===== config.mk =====
export PLATFORM = sky130hd
export DESIGN_NAME = encoder_angle_unwrap_tracker
export DESIGN_NICKNAME = d
export VERILOG_FILES = /design/src/rtl/core/eaut_pkg.sv /design/src/rtl/core/encoder_angle_unwrap_tracker.sv
export SDC_FILE = /design/constraint.sdc
export NUM_CORES = 1
export LEC_CHECK = 0
export ABC_AREA = 1
export BUFFER_PORTS_ARGS = -buffer_cell sky130_fd_sc_hd__clkbuf_2
export CORE_ASPECT_RATIO = 1.4
export CORE_MARGIN = 2
export CORE_UTILIZATION = 60
export DETAILED_ROUTE_END_ITERATION = 10
export GPL_TIMING_DRIVEN = 0
export PLACE_DENSITY = 0.8
export SLEW_MARGIN = 20
export SYNTH_ARGS = -nofsm -noshare
export SYNTH_HDL_FRONTEND = slang
export SYNTH_SLANG_ARGS = --single-unit

===== constraint.sdc =====
create_clock -name clk -period 6.25 [get_ports clk]
set_input_delay 0 -clock clk [delete_from_list [all_inputs] [get_ports clk]]
set_output_delay 0 -clock clk [all_outputs]
set_load 0.02 [all_outputs]

===== src/rtl/core/eaut_pkg.sv =====
// Package for the encoder angle unwrap tracker.
// Holds field widths, unwrap constants and configuration register codes.
// No dependencies.
package eaut_pkg;

	localparam int unsigned ANGLE_W    = 12;
	localparam int unsigned POS_W      = 32;
	localparam int unsigned WINDOW_W   = 10;
	localparam int unsigned CFG_DATA_W = 12;

	// Input tdata: raw_angle, padded to 16 bits
	localparam int unsigned S_TDATA_W  = 16;
	// Output tdata: angle_counts, position_counts, speed_counts, padded to 80 bits
	localparam int unsigned M_TDATA_W  = 80;
	localparam int unsigned M_PAD_W    = M_TDATA_W - ANGLE_W - 2 * POS_W;

	// Step arithmetic runs on 14-bit signed values
	localparam int unsigned STEP_W     = 14;
	localparam logic signed [STEP_W-1:0] UNWRAP_LIMIT    = 14'sd2000;
	localparam logic signed [STEP_W-1:0] COUNTS_PER_TURN = 14'sd4096;

	localparam logic [WINDOW_W-1:0] WINDOW_RESET = 10'd20;

	typedef enum logic [0:0] {
		CFG_ZERO_OFFSET  = 1'b0,
		CFG_SPEED_WINDOW = 1'b1
	} cfg_reg_t;

	// Unwrapped step between two corrected angles
	function automatic logic signed [STEP_W-1:0] unwrap_step(
		input logic [ANGLE_W-1:0] angle,
		input logic [ANGLE_W-1:0] prev
	);
		logic signed [STEP_W-1:0] diff;
		diff = $signed({2'b00, angle}) - $signed({2'b00, prev});
		if (diff > UNWRAP_LIMIT) begin
			return diff - COUNTS_PER_TURN;
		end else if (diff < -UNWRAP_LIMIT) begin
			return diff + COUNTS_PER_TURN;
		end
		return diff;
	endfunction

endpackage


===== src/rtl/core/encoder_angle_unwrap_tracker.sv =====
// Multi-turn tracker for a 12-bit absolute angle encoder.
// Depends on eaut_pkg.

// One result per sample, one sample per cycle unless the output stalls.
// Each accepted raw angle is offset-corrected, unwrapped against the
// previous corrected angle and accumulated into a 32-bit wrapping position; the
// result is registered in the cycle after the input transaction and holds until it
// is taken. s_tready is high whenever the output register is empty or being
// drained, so with m_tready held high the block sustains a transaction every
// cycle. The speed is kept as a running window sum, so a completed window
// reports it in the same cycle without a second wide subtract. Configuration
// writes are always ready and take effect at the next sample.
module encoder_angle_unwrap_tracker (
	input  logic                          clk,
	input  logic                          arst_n,
	input  logic                          s_tvalid,
	output logic                          s_tready,
	input  logic [eaut_pkg::S_TDATA_W-1:0] s_tdata,   // [11:0] raw_angle
	output logic                          m_tvalid,
	input  logic                          m_tready,
	output logic [eaut_pkg::M_TDATA_W-1:0] m_tdata,   // [11:0] angle_counts,
	                                                  // [43:12] position_counts,
	                                                  // [75:44] speed_counts
	output logic                          m_tuser,   // [0] speed_updated
	input  logic                          cfg_valid,
	output logic                          cfg_ready,
	input  eaut_pkg::cfg_reg_t            cfg_index,
	input  logic [eaut_pkg::CFG_DATA_W-1:0] cfg_data
);
	import eaut_pkg::*;

	logic [ANGLE_W-1:0]         zero_offset_q;
	logic [WINDOW_W-1:0]        speed_window_q;

	logic [ANGLE_W-1:0]         prev_angle_q;
	logic signed [POS_W-1:0]    position_q;
	logic signed [POS_W-1:0]    window_delta_q;   // position change since window start
	logic [WINDOW_W-1:0]        window_count_q;
	logic signed [POS_W-1:0]    speed_q;

	logic                       out_valid_q;
	logic [ANGLE_W-1:0]         out_angle_q;
	logic signed [POS_W-1:0]    out_position_q;
	logic signed [POS_W-1:0]    out_speed_q;
	logic                       out_updated_q;

	logic                       in_xfer;
	logic [ANGLE_W-1:0]         angle_c;
	logic signed [STEP_W-1:0]   step_c;
	logic signed [POS_W-1:0]    step_ext_c;
	logic signed [POS_W-1:0]    position_c;
	logic signed [POS_W-1:0]    delta_c;
	logic [WINDOW_W:0]          count_next_c;
	logic                       window_done_c;

	assign s_tready  = !out_valid_q || m_tready;
	assign in_xfer   = s_tvalid && s_tready;
	assign cfg_ready = 1'b1;

	always_comb begin
		angle_c       = s_tdata[ANGLE_W-1:0] - zero_offset_q;
		step_c        = unwrap_step(angle_c, prev_angle_q);
		step_ext_c    = {{(POS_W-STEP_W){step_c[STEP_W-1]}}, step_c};
		position_c    = position_q + step_ext_c;
		delta_c       = window_delta_q + step_ext_c;
		count_next_c  = {1'b0, window_count_q} + 1'b1;
		// A window of zero completes on every sample; one shortened below the current count completes on the next sample
		window_done_c = count_next_c >= {1'b0, speed_window_q};
	end

	always_ff @(posedge clk or negedge arst_n) begin
		if (!arst_n) begin
			zero_offset_q  <= '0;
			speed_window_q <= WINDOW_RESET;
		end else if (cfg_valid && cfg_ready) begin
			unique case (cfg_index)
				CFG_ZERO_OFFSET:  zero_offset_q  <= cfg_data[ANGLE_W-1:0];
				CFG_SPEED_WINDOW: speed_window_q <= cfg_data[WINDOW_W-1:0];
				default: ;
			endcase
		end
	end

	always_ff @(posedge clk or negedge arst_n) begin
		if (!arst_n) begin
			prev_angle_q   <= '0;
			position_q     <= '0;
			window_delta_q <= '0;
			window_count_q <= '0;
			speed_q        <= '0;
		end else if (in_xfer) begin
			prev_angle_q <= angle_c;
			position_q   <= position_c;
			if (window_done_c) begin
				window_count_q <= '0;
				window_delta_q <= '0;
				speed_q        <= delta_c;
			end else begin
				window_count_q <= count_next_c[WINDOW_W-1:0];
				window_delta_q <= delta_c;
			end
		end
	end

	always_ff @(posedge clk or negedge arst_n) begin
		if (!arst_n) begin
			out_valid_q <= 1'b0;
		end else if (in_xfer) begin
			out_valid_q <= 1'b1;
		end else if (m_tready) begin
			out_valid_q <= 1'b0;
		end
	end

	always_ff @(posedge clk) begin
		if (in_xfer) begin
			out_angle_q    <= angle_c;
			out_position_q <= position_c;
			out_speed_q    <= window_done_c ? delta_c : speed_q;
			out_updated_q  <= window_done_c;
		end
	end

	assign m_tvalid = out_valid_q;
	assign m_tdata  = {{M_PAD_W{1'b0}}, out_speed_q, out_position_q, out_angle_q};
	assign m_tuser  = out_updated_q;

endmodule


==> reports/metrics.csv, run 1 <==
stage;metric;value;unit
run_status;status;complete, no violations;
place;dpl_cell_area;0.0144;mm^2
place;placedCellCount;2039;
clock_tree;clk_latency;0.52;ns
synthesis;syn_area;0.0134;mm^2
worst_setup_path;worstPathArrival;6.21;ns
clock_tree;cts_buffers;23;
hold_path;hp-class;input pin to asynchronous set/reset pin;
cells_and_area;final_area;0.0159;mm^2
grt;grt_max_degree;84;
place;dp_hpwl;27.3;mm
job;maxCapViolations;0;
cells_and_area;fillCellCount;1664;
cells_and_area;drive_above_1_share;0.165;
sta;setup_viol_count_final;0;
synthesis;synth_edf_count;77;
place;gp_congestion;0.973;
worst_setup_path;start_kind;flop;
drt;drc_errors;0;
sta;tightest_slew;0.892;ns
synthesis;synthArstFlopShare;0.647;
worst_setup_path;crit_fanout;9;
clock_tree;cts_buffer_depth;3;
clock_tree;cts_root_buffer;clkbuf_16;
grt;first_global_vias;12000;
synthesis;synth_cell_type_count;58;
drt;detailroute.via_count;12000;
sta;slew_viol_final;0;
grt;overflow;0;
floorplan;pin_count;118;
cells_and_area;antenna_cells;0;
cells_and_area;syn_to_final_growth;18.6;%
floorplan;placementRows;64;
drt;dr.pass1.iters;5;
drt;first_iter_violations;726;
worst_setup_path;criticalPathCategory;flop to flop;
worst_setup_path;cpMaxStageDelayCell;dfrtp_1;
sta;slew_headroom;0.405;
cells_and_area;multi_input_area;0.00698;mm^2
cells_and_area;final_cell_count_no_fill;2113;
floorplan;die_width;130;um
clock_tree;cts.sinks;218;
cells_and_area;final_util;0.726;
grt;grt_pass1_wl;58.7;mm
cells_and_area;nets;1929;
sta;hold_viol;0;
sta;timing.final.crit_share;0.953;
worst_setup_path;crit_required;6.51;ns
synthesis;synth-main-ff-cell;dfrtp_1;
grt;grt_use_total;0.320;
drt;viasPerCell;5.67;
drt;routed_wl;38.2;mm
cells_and_area;seq_area;0.00584;mm^2
sta;period_minus_slack;5.96;ns
worst_setup_path;crit_path_frequent_cell;nand2_1;
grt;antenna_found_initial;0;
synthesis;ys_seq_area_frac;0.436;
floorplan;dieHeight;181;um
sta;skew;0.0148;ns
clock_tree;htree_levels;1;
place;port_buffers;108;
synthesis;avgSynthCellArea;8.22;um^2
drt;wire_per_inst;18.1;um
synthesis;yosys_warnings;0;
drt;ant_nets;0;
worst_setup_path;critPathCaptureType;flop;
clock_tree;cts_tree;built;
sta;max_freq;168;MHz
worst_setup_path;max_stage_delay;0.42;ns
floorplan;die_area;0.0235;mm^2
clock_tree;path_clk_slew;0.06;ns
synthesis;synthCells;1629;
sta;fin_tns_setup;0;ns
floorplan;core-area;0.0219;mm^2
synthesis;synth-seq-cells;218;
floorplan;initial_utilization;0.612;
[final cells by class]
| class | count | share of cell area |
|---|---|---|
| Timing Repair Buffer | 140 | 0.0565 |
| Buffer | 38 | 0.0106 |
| Inverter | 205 | 0.0501 |
| Timing Repair inverter | 2 | 0.00173 |
| Clock inverter | 13 | 0.0112 |
| Clock buffer | 29 | 0.0389 |
| Multi-Input combinational cell | 1171 | 0.440 |
| Sequential cell | 218 | 0.368 |
| Tap cell | 297 | 0.0234 |
[cells in the mapped netlist, types with 3 or more instances]
| library cell | number | area, um^2 |
|---|---|---|
| nand3_1 | 84 | 420 |
| inv_1 | 196 | 736 |
| nand3b_1 | 7 | 52.6 |
| o21ai_0 | 100 | 500 |
| a21boi_0 | 3 | 22.5 |
| nor2_2 | 5 | 31.3 |
| nor3_1 | 22 | 110 |
| a21oi_1 | 89 | 445 |
| or2_2 | 6 | 37.5 |
| nand2_4 | 6 | 67.6 |
| buf_4 | 5 | 37.5 |
| xor2_2 | 4 | 65.1 |
| o22ai_1 | 8 | 50.1 |
| a21o_1 | 6 | 45.0 |
| nand2_2 | 21 | 131 |
| nor4_1 | 4 | 25.0 |
| dfrtp_1 | 139 | 3480 |
| a22o_1 | 8 | 70.1 |
| o31ai_1 | 3 | 22.5 |
| and2_1 | 16 | 100 |
| fa_1 | 4 | 80.1 |
| ha_1 | 92 | 1150 |
| nand2_1 | 452 | 1700 |
| nand3_2 | 7 | 70.1 |
| xor2_1 | 38 | 333 |
| nor2_1 | 77 | 289 |
| o211ai_1 | 4 | 30.0 |
| xnor2_1 | 10 | 87.6 |
| a221oi_1 | 3 | 26.3 |
| nor2_4 | 3 | 33.8 |
| o21bai_1 | 3 | 22.5 |
| clkbuf_1 | 27 | 101 |
| buf_2 | 3 | 15.0 |
| a21oi_2 | 4 | 35.0 |
| nand4_1 | 18 | 113 |
| buf_1 | 3 | 11.3 |
| edfxtp_1 | 77 | 2310 |
| o21ai_1 | 29 | 145 |
| a211oi_1 | 7 | 52.6 |
| inv_2 | 8 | 30.0 |
[critical path: cells and delay by family (launching register included)]
family / cells / cell delay, ns
buf+inv: 5 / 0.47
xor+xnor: 2 / 0.46
compound gates: 8 / 1.62
flops: 1 / 0.42
fa+ha+maj: 4 / 1.15
simple gates: 15 / 1.56
[state kept, by name, indices dropped and copies added (netlist names), 10 cells and up]
register	flops
prev_angle_q	12
out_angle_q	12
speed_window_q	10
position_q	32
out_speed_q	32
window_delta_q	32
speed_q	32
out_position_q	32
zero_offset_q	12
window_count_q	10
[through the flow]
step                      hold slack (ns)  setup WS [ns]
after floorplan                    -0.296          0.500
after global placement              0.236         -0.984
after detailed placement           0.0197         -0.631
after CTS                          0.0116         0.0530
after global routing               0.0281        -0.0371
final                              0.0174          0.294
[worst paths after layout]
check / startpoint / to / slack (ns) / cells past startpoint
setup / recovery: zero_offset_q[0] / out_position_q[31] / 0.29 / 34
hold / removal: arst_n / position_q[3] / 0.02 / 2
setup reg to reg: zero_offset_q[0] / out_position_q[31] / 0.29 / 34
hold reg to reg: speed_q[27] / speed_q[27] / 0.47 / 2
max in group asynchronous: arst_n / window_delta_q[14] / 5.41 / 3
min in group clk: s_tdata[11] / out_angle_q[11] / 0.02 / 3
[kinds of logic after synthesis]
group | synth area share
and+or+nand+nor | 0.245
AOI/OAI and AO/OA | 0.117
buffers and inverters | 0.0698
DFF | 0.436
adders and majority gates | 0.0920
xor gates and xnor gates | 0.0387
other | 0.000561
muxes | 0.000841
[layer usage]
layer / part of all wire / track usage / wire (um) / vias to the layer above
met1: 0.38 / 0.368 / 14600 / 5644
li1: - / - / - / 5723
met5: 0 / 0 / 0 / -
met4: 0.060 / 0.172 / 2300 / 0
met3: 0.051 / 0.0435 / 1930 / 150
met2: 0.51 / 0.566 / 19300 / 470
[cells in the final DEF, fill, tap and decap left out, drive strengths merged, types with 8 or more instances in the layout]
cell type and count:
nand2 479, o21ai 130, edfxtp 77, buf 23, nor2 85, clkbuf 164
nand4 20, a21oi 93, ha 92, o22ai 8, and2 17, xor2 42
dlygate4sd3 20, nor3 24, a22o 8, inv 206, nand3 93, or2 8
xnor2 12, dfrtp 139
[repair_timing]
item	CTS	global route
pin swaps	2	9
setup buffers	2	8
hold buffers	20	0
gates cloned	0	2
setup endpoints to repair	70	65
endpoints found under the hold margin	167	0
gates resized for setup	12	75
Power of run 1 is not shown: default switching activity piles up to over one toggle a cycle in this logic, so the estimate is an artifact.
==> inputs of run 2 (changes only) <==
==> constraint.sdc (replaced) <==
create_clock -name clk -period 6.25 [get_ports clk]
set_input_delay 1.25 -clock clk [delete_from_list [all_inputs] [get_ports clk]]
set_output_delay 1.25 -clock clk [all_outputs]
set_load 0.02 [all_outputs]
==> run 2 against run 1 <==
The run now ends with negative setup slack left. Non-clock buffer count is 2 lower. Utilization is 1.3 points higher. Maximum frequency decreased by 5.6%. Global-route usage grew 0.073 points. Wire length fell by 1.3%. Register-to-register slack gained 0.04 ns. Critical endpoint is now out_speed_q[25].
==> reports/metrics.csv, run 2 (same netlist as run 1, synthesis figures left out) <==
stage;metric;value;unit;change
grt;grt_pass1_wl;59.2;mm;was 58.7 mm
cells_and_area;final_common_cell;nand2_1;;unchanged
sta;fin_tns_setup;-0.0634;ns;was 0 ns
drt;ant_nets;0;;unchanged
cells_and_area;final_util;0.739;;was 0.726
floorplan;die_area;0.0235;mm^2;unchanged
floorplan;dieHeight;181;um;unchanged
hold_path;hp-class;flop to flop;;was input pin to asynchronous set/reset pin
grt;met3_usage;0.0352;;was 0.0435
worst_setup_path;critPathCaptureType;flop;;unchanged
place;port_buffers;108;;unchanged
worst_setup_path;reg2reg_depth;35;;was 34
drt;detailroute.via_count;11900;;was 12000
drt;wire_per_inst;17.8;um;was 18.1 um
worst_setup_path;max_stage_delay;0.39;ns;was 0.42 ns
floorplan;core-area;0.0219;mm^2;unchanged
clock_tree;path_clk_slew;0.06;ns;about the same
grt;grtUsageMet1;0.382;;was 0.368
worst_setup_path;worstReg2RegEnd;out_speed_q[25];;was out_position_q[31]
sta;setup_viol_count_final;2;;was 0
clock_tree;cts_buffers;24;;was 23
cells_and_area;syn_to_final_growth;20.8;%;was 18.6%
worst_setup_path;path_depth;37;;was 34
run_status;violations;negative setup slack;;
grt;use_met2;0.576;;was 0.566
run_status;status;finished, violations left;;was complete, no violations
drt;viasPerCell;5.62;;was 5.67
worst_setup_path;crit_buf_inv;6;;was 5
sta;timing.final.crit_share;1.01;;was 0.953
sta;slew_headroom;0.413;;was 0.405
cells_and_area;antenna_cells;0;;unchanged
grt;overflow;0;;unchanged
clock_tree;ctsHoldBuffers;0;;was 20
worst_setup_path;cp_top_family;simple AND/OR/NAND/NOR gates;;was compound AO/OA/AOI/OAI gates
cells_and_area;fillCellCount;1703;;was 1664
worst_setup_path;crit_required;6.52;ns;was 6.51 ns
sta;skew;0.0159;ns;was 0.0148 ns
clock_tree;htree_levels;1;;unchanged
drt;dr.pass1.iters;5;;unchanged
cells_and_area;seq_area;0.00584;mm^2;unchanged
worst_setup_path;crit_fanout;7;;was 9
worst_setup_path;start_kind;input pin;;was flop
floorplan;initial_utilization;0.612;;unchanged
worst_setup_path;worstPathArrival;6.59;ns;was 6.21 ns
worst_setup_path;endpoint;out_speed_q[25];;was out_position_q[31]
cells_and_area;multi_input_area;0.00735;mm^2;was 0.00698 mm^2
job;maxCapViolations;0;;unchanged
sta;hold_viol;0;;unchanged
grt;grt_busiest_layer;met2;;unchanged
worst_setup_path;startpoint;s_tdata[0];;was zero_offset_q[0]
drt;routed_wl;37.7;mm;was 38.2 mm
floorplan;die_width;130;um;unchanged
floorplan;placementRows;64;;unchanged
cells_and_area;nets;1927;;was 1929
clock_tree;cts_buffer_depth;3;;unchanged
drt;drc_errors;0;;unchanged
sta;slew_viol_final;0;;unchanged
clock_tree;clk_latency;0.54;ns;was 0.52 ns
grt;grt_max_degree;78;;was 84
sta;worst_slack;-0.0611;ns;was 0.294 ns
grt;antenna_found_initial;0;;unchanged
grt;first_global_vias;11900;;was 12000
sta;period_minus_slack;6.31;ns;was 5.96 ns
clock_tree;cts.sinks;218;;unchanged
cells_and_area;drive_above_1_share;0.212;;was 0.165
sta;rsz0062_at_grt;true;;
worst_setup_path;cpMaxStageDelayCell;fa_2;;was dfrtp_1
worst_setup_path;criticalPathCategory;input pin to flop;;was flop to flop
sta;max_freq;158;MHz;was 168 MHz
place;gp_congestion;0.975;;was 0.973
cells_and_area;layout_common_cells;428 x nand2_1, 189 x inv_1, 139 x dfrtp_1, 106 x clkbuf_2, 82 x o21ai_0;;was 443 x nand2_1, 195 x inv_1, 139 x dfrtp_1, 107 x clkbuf_2, 92 x o21ai_0
worst_setup_path;r2r-start;zero_offset_q[0];;unchanged
sta;tightest_slew;0.881;ns;was 0.892 ns
clock_tree;cts_root_buffer;clkbuf_16;;unchanged
clock_tree;cts_tree;built;;unchanged
drt;first_iter_violations;618;;was 726
worst_setup_path;rrSetupSlack;0.33;ns;was 0.29 ns
place;dp_hpwl;27.9;mm;was 27.3 mm
floorplan;pin_count;118;;unchanged
grt;grt_use_total;0.320;;about the same
-- run 2: cell types whose count changed in the layout (fill, tap and decap cells not counted), sizes merged, moves of 2 or more --
cell / previous run / this run
inv: 206 / 204
buf: 23 / 41
bufinv: 4 / 1
clkbuf: 164 / 174
clkinv: 7 / 3
dlygate4sd3: 20 / 0
-- run 2: repair_timing --
item,in CTS,in global routing
endpoints found under the setup margin,92,74
setup buffers,5,22
resized for setup,14,138
cloned,1,1
pin swaps,1,48
-- run 2: area by class of cell --
cell class	instances	share of cell area
timing repair buffer	138	0.0529
clock inverter	4	0.00387
multi-input combinational	1171	0.455
timing repair inverter	1	0.000464
buffer	38	0.0104
inverter	205	0.0491
clock buffer	39	0.0443
tap	297	0.0230
sequential	218	0.361
-- run 2: layer usage --
metal / vias to the layer above / wire [um]
met4: 0 / 2110
met1: 5622 / 14600
li1: 5716 / -
met5: - / 0
met3: 120 / 1840
met2: 398 / 19100
-- run 2: worst min path at each step --
stage	to	slack, ns	depth (start not counted)	start
after floorplan	speed_q[31]	0.44	2	speed_q[31]
after global placement	speed_q[26]	0.45	2	speed_q[26]
after detailed placement	speed_q[25]	0.46	2	speed_q[25]
after CTS	speed_q[25]	0.48	2	speed_q[25]
after global routing	speed_q[31]	0.50	2	speed_q[31]
final	speed_q[26]	0.48	2	speed_q[26]
-- run 2: through the flow --
| stage | setup WS (ns) | area [um^2] | hold WS, ns | instances |
|---|---|---|---|---|
| floorplan | -0.155 | 13600 | 0.442 | 1632 |
| global placement | -1.57 | 14500 | 0.455 | 2037 |
| detailed placement | -1.57 | 14600 | 0.465 | 2039 |
| CTS | 0.0121 | 15500 | 0.478 | 2088 |
| global route | -0.203 | 16200 | 0.501 | 2111 |
| finish | -0.0611 | 16200 | 0.479 | 2111 |
-- run 2: worst reg2reg max path: cells and delay by family (launching register included) --
kind	cells	cell delay, ns
XOR/XNOR	1	0.26
AO/OA/AOI/OAI	7	1.36
flip-flops	1	0.44
adder cells (fa/ha/maj)	4	1.11
AND/OR/NAND/NOR	19	1.90
buffers and inverters	4	0.57
Power of run 2 is left out for the same reason.
==> inputs of run 3 (changes only) <==
SKIP_LAST_GASP = 1   (was default)
==> run 3 against run 2 <==
The flow still finishes with violations (negative setup slack). Critical path type unchanged. Via count is essentially flat. Utilization is essentially flat. First-iteration DRC count grew 7.8%. Critical path depth is the same. Final area is essentially flat. Hold slack is essentially flat. Maximum frequency grew 0.96%. Largest cell class unchanged. Global-route usage is essentially flat. Final cell count is essentially flat. Sequential cell count is the same. Wire length is essentially flat. Highest routed layer unchanged. Count of clock-buffer cells in the layout is the same.
==> reports/metrics.csv, run 3 (same netlist as run 1, synthesis figures left out) <==
stage;metric;value;unit;change
place;pre_cts_ws;-1.57;ns;unchanged
cells_and_area;final_area;0.0162;mm^2;about the same
sta;whs;0.479;ns;about the same
place;dpl_cell_area;0.0146;mm^2;unchanged
cells_and_area;layout_common_cells;427 x nand2_1, 189 x inv_1, 139 x dfrtp_1, 106 x clkbuf_2, 82 x o21ai_0;;was 428 x nand2_1, 189 x inv_1, 139 x dfrtp_1, 106 x clkbuf_2, 82 x o21ai_0
drt;first_iter_violations;666;;was 618
grt;antenna_found_initial;0;;unchanged
grt;grt_use_total;0.320;;about the same
drt;met2_wirelength;19.1;mm;about the same
floorplan;die_width;130;um;unchanged
clock_tree;htree_levels;1;;unchanged
clock_tree;cts_buffers;24;;unchanged
worst_setup_path;crit_required;6.53;ns;was 6.52 ns
worst_setup_path;cpMaxStageDelayCell;fa_2;;unchanged
drt;drc_errors;0;;unchanged
clock_tree;cts_tree;built;;unchanged
floorplan;die_area;0.0235;mm^2;unchanged
clock_tree;cts_buffer_depth;3;;unchanged
sta;slew_viol_final;0;;unchanged
sta;setup_viol_count_final;1;;was 2
drt;viasPerCell;5.61;;was 5.62
drt;top_layer;met4;;unchanged
clock_tree;cts.sinks;218;;unchanged
drt;detailroute.via_count;11900;;about the same
floorplan;core-area;0.0219;mm^2;unchanged
drt;routed_wl;37.7;mm;about the same
floorplan;dieHeight;181;um;unchanged
drt;dr.pass1.iters;6;;was 5
job;maxCapViolations;0;;unchanged
place;gp_congestion;0.975;;unchanged
drt;drt-met1-wl;14.7;mm;was 14.6 mm
cells_and_area;syn_to_final_growth;20.7;%;was 20.8%
worst_setup_path;worstPathArrival;6.53;ns;was 6.59 ns
clock_tree;clk_latency;0.53;ns;was 0.54 ns
worst_setup_path;startpoint;s_tdata[0];;unchanged
drt;wire_per_inst;17.8;um;about the same
grt;first_global_vias;11900;;about the same
run_status;violations;negative setup slack;;unchanged
cells_and_area;final_common_cell;nand2_1;;unchanged
sta;skew;0.0123;ns;was 0.0159 ns
sta;slew_headroom;0.410;;was 0.413
sta;rsz0062_at_grt;true;;unchanged
sta;tightest_slew;0.885;ns;was 0.881 ns
cells_and_area;drive_above_1_share;0.212;;about the same
clock_tree;cts_root_buffer;clkbuf_16;;unchanged
cells_and_area;nets;1927;;unchanged
floorplan;initial_utilization;0.612;;unchanged
floorplan;placementRows;64;;unchanged
hold_path;hp-class;flop to flop;;unchanged
sta;timing.final.crit_share;1.00;;was 1.01
run_status;status;finished, violations left;;unchanged
cells_and_area;fillCellCount;1700;;was 1703
sta;period_minus_slack;6.25;ns;was 6.31 ns
sta;worst_slack;-0.00136;ns;was -0.0611 ns
hold_path;hold_start;speed_q[26];;unchanged
grt;grt_max_degree;78;;unchanged
sta;max_freq;160;MHz;was 158 MHz
grt;grt_pass1_wl;59.2;mm;about the same
floorplan;pin_count;118;;unchanged
place;port_buffers;108;;unchanged
worst_setup_path;start_kind;input pin;;unchanged
sta;fin_tns_setup;-0.00136;ns;was -0.0634 ns
worst_setup_path;crit_fanout;7;;unchanged
worst_setup_path;criticalPathCategory;input pin to flop;;unchanged
sta;hold_viol;0;;unchanged
worst_setup_path;r2r-start;zero_offset_q[0];;unchanged
place;dp_hpwl;27.9;mm;unchanged
drt;ant_nets;0;;unchanged
grt;overflow;0;;unchanged
clock_tree;path_clk_slew;0.06;ns;about the same
worst_setup_path;max_stage_delay;0.39;ns;about the same
worst_setup_path;critPathCaptureType;flop;;unchanged
drt;wl_met3;1.73;mm;was 1.84 mm
==> run 3: changes by cell type in the layout (fill, tap and decap cells not counted) <==
cell / previous run / this run
a21oi_1: 62 / 64
a21oi_2: 25 / 24
a21oi_4: 6 / 5
diode_2: 0 / 1
nand2_1: 428 / 427
nand2_2: 35 / 36
==> run 3: final timing paths <==
check	cells after the start	slack, ns	to
max	37	-0.001	out_speed_q[25]
min	2	0.48	speed_q[26]
max reg2reg	35	0.39	out_speed_q[25]
min reg2reg	2	0.48	speed_q[26]
max in group asynchronous	2	4.73	speed_q[18]
min in group asynchronous	1	0.71	position_q[3]
==> run 3: worst max-delay path: cells and delay by family <==
family / cells / cell delay, ns
buffers and inverters: 6 / 0.70
adder cells (fa/ha/maj): 4 / 1.06
XOR/XNOR: 1 / 0.26
AND/OR/NAND/NOR: 19 / 1.90
AO/OA/AOI/OAI: 7 / 1.32
==> run 3: stage by stage <==
| step | util | std cells |
|---|---|---|
| 2_1_floorplan | - | 1632 |
| 3_3_place_gp | 0.663 | 2037 |
| 3_5_place_dp | 0.666 | 2039 |
| 4_1_cts | 0.707 | 2088 |
| 5_1_grt | 0.739 | 2111 |
| 6_report | 0.739 | 2112 |
==> run 3: final cells by class <==
cell class                      count  area, um^2  area share
Multi-Input combinational cell   1171        7340       0.454
Sequential cell                   218        5840       0.362
Timing Repair Buffer              138         855      0.0529
Inverter                          205         793      0.0491
Clock buffer                       39         717      0.0444
Tap cell                          297         372      0.0230
Buffer                             38         168      0.0104
Clock inverter                      4        62.6     0.00387
Timing Repair inverter              1        7.51    0.000465
Antenna cell                        1        2.50    0.000155
==> run 3: routing by layer <==
| metal | up-vias | global-route usage |
|---|---|---|
| met5 | - | 0 |
| met2 | 417 | 0.575 |
| met3 | 128 | 0.0352 |
| li1 | 5722 | - |
| met4 | 0 | 0.138 |
| met1 | 5590 | 0.382 |
==> run 3: what timing repair did <==
item,CTS,global route
pin swaps,1,50
setup endpoints to repair,92,74
gates cloned,1,1
hold buffers,0,0
gates resized for setup,13,137
buffers inserted,5,22
Power of run 3 is left out for the same reason.
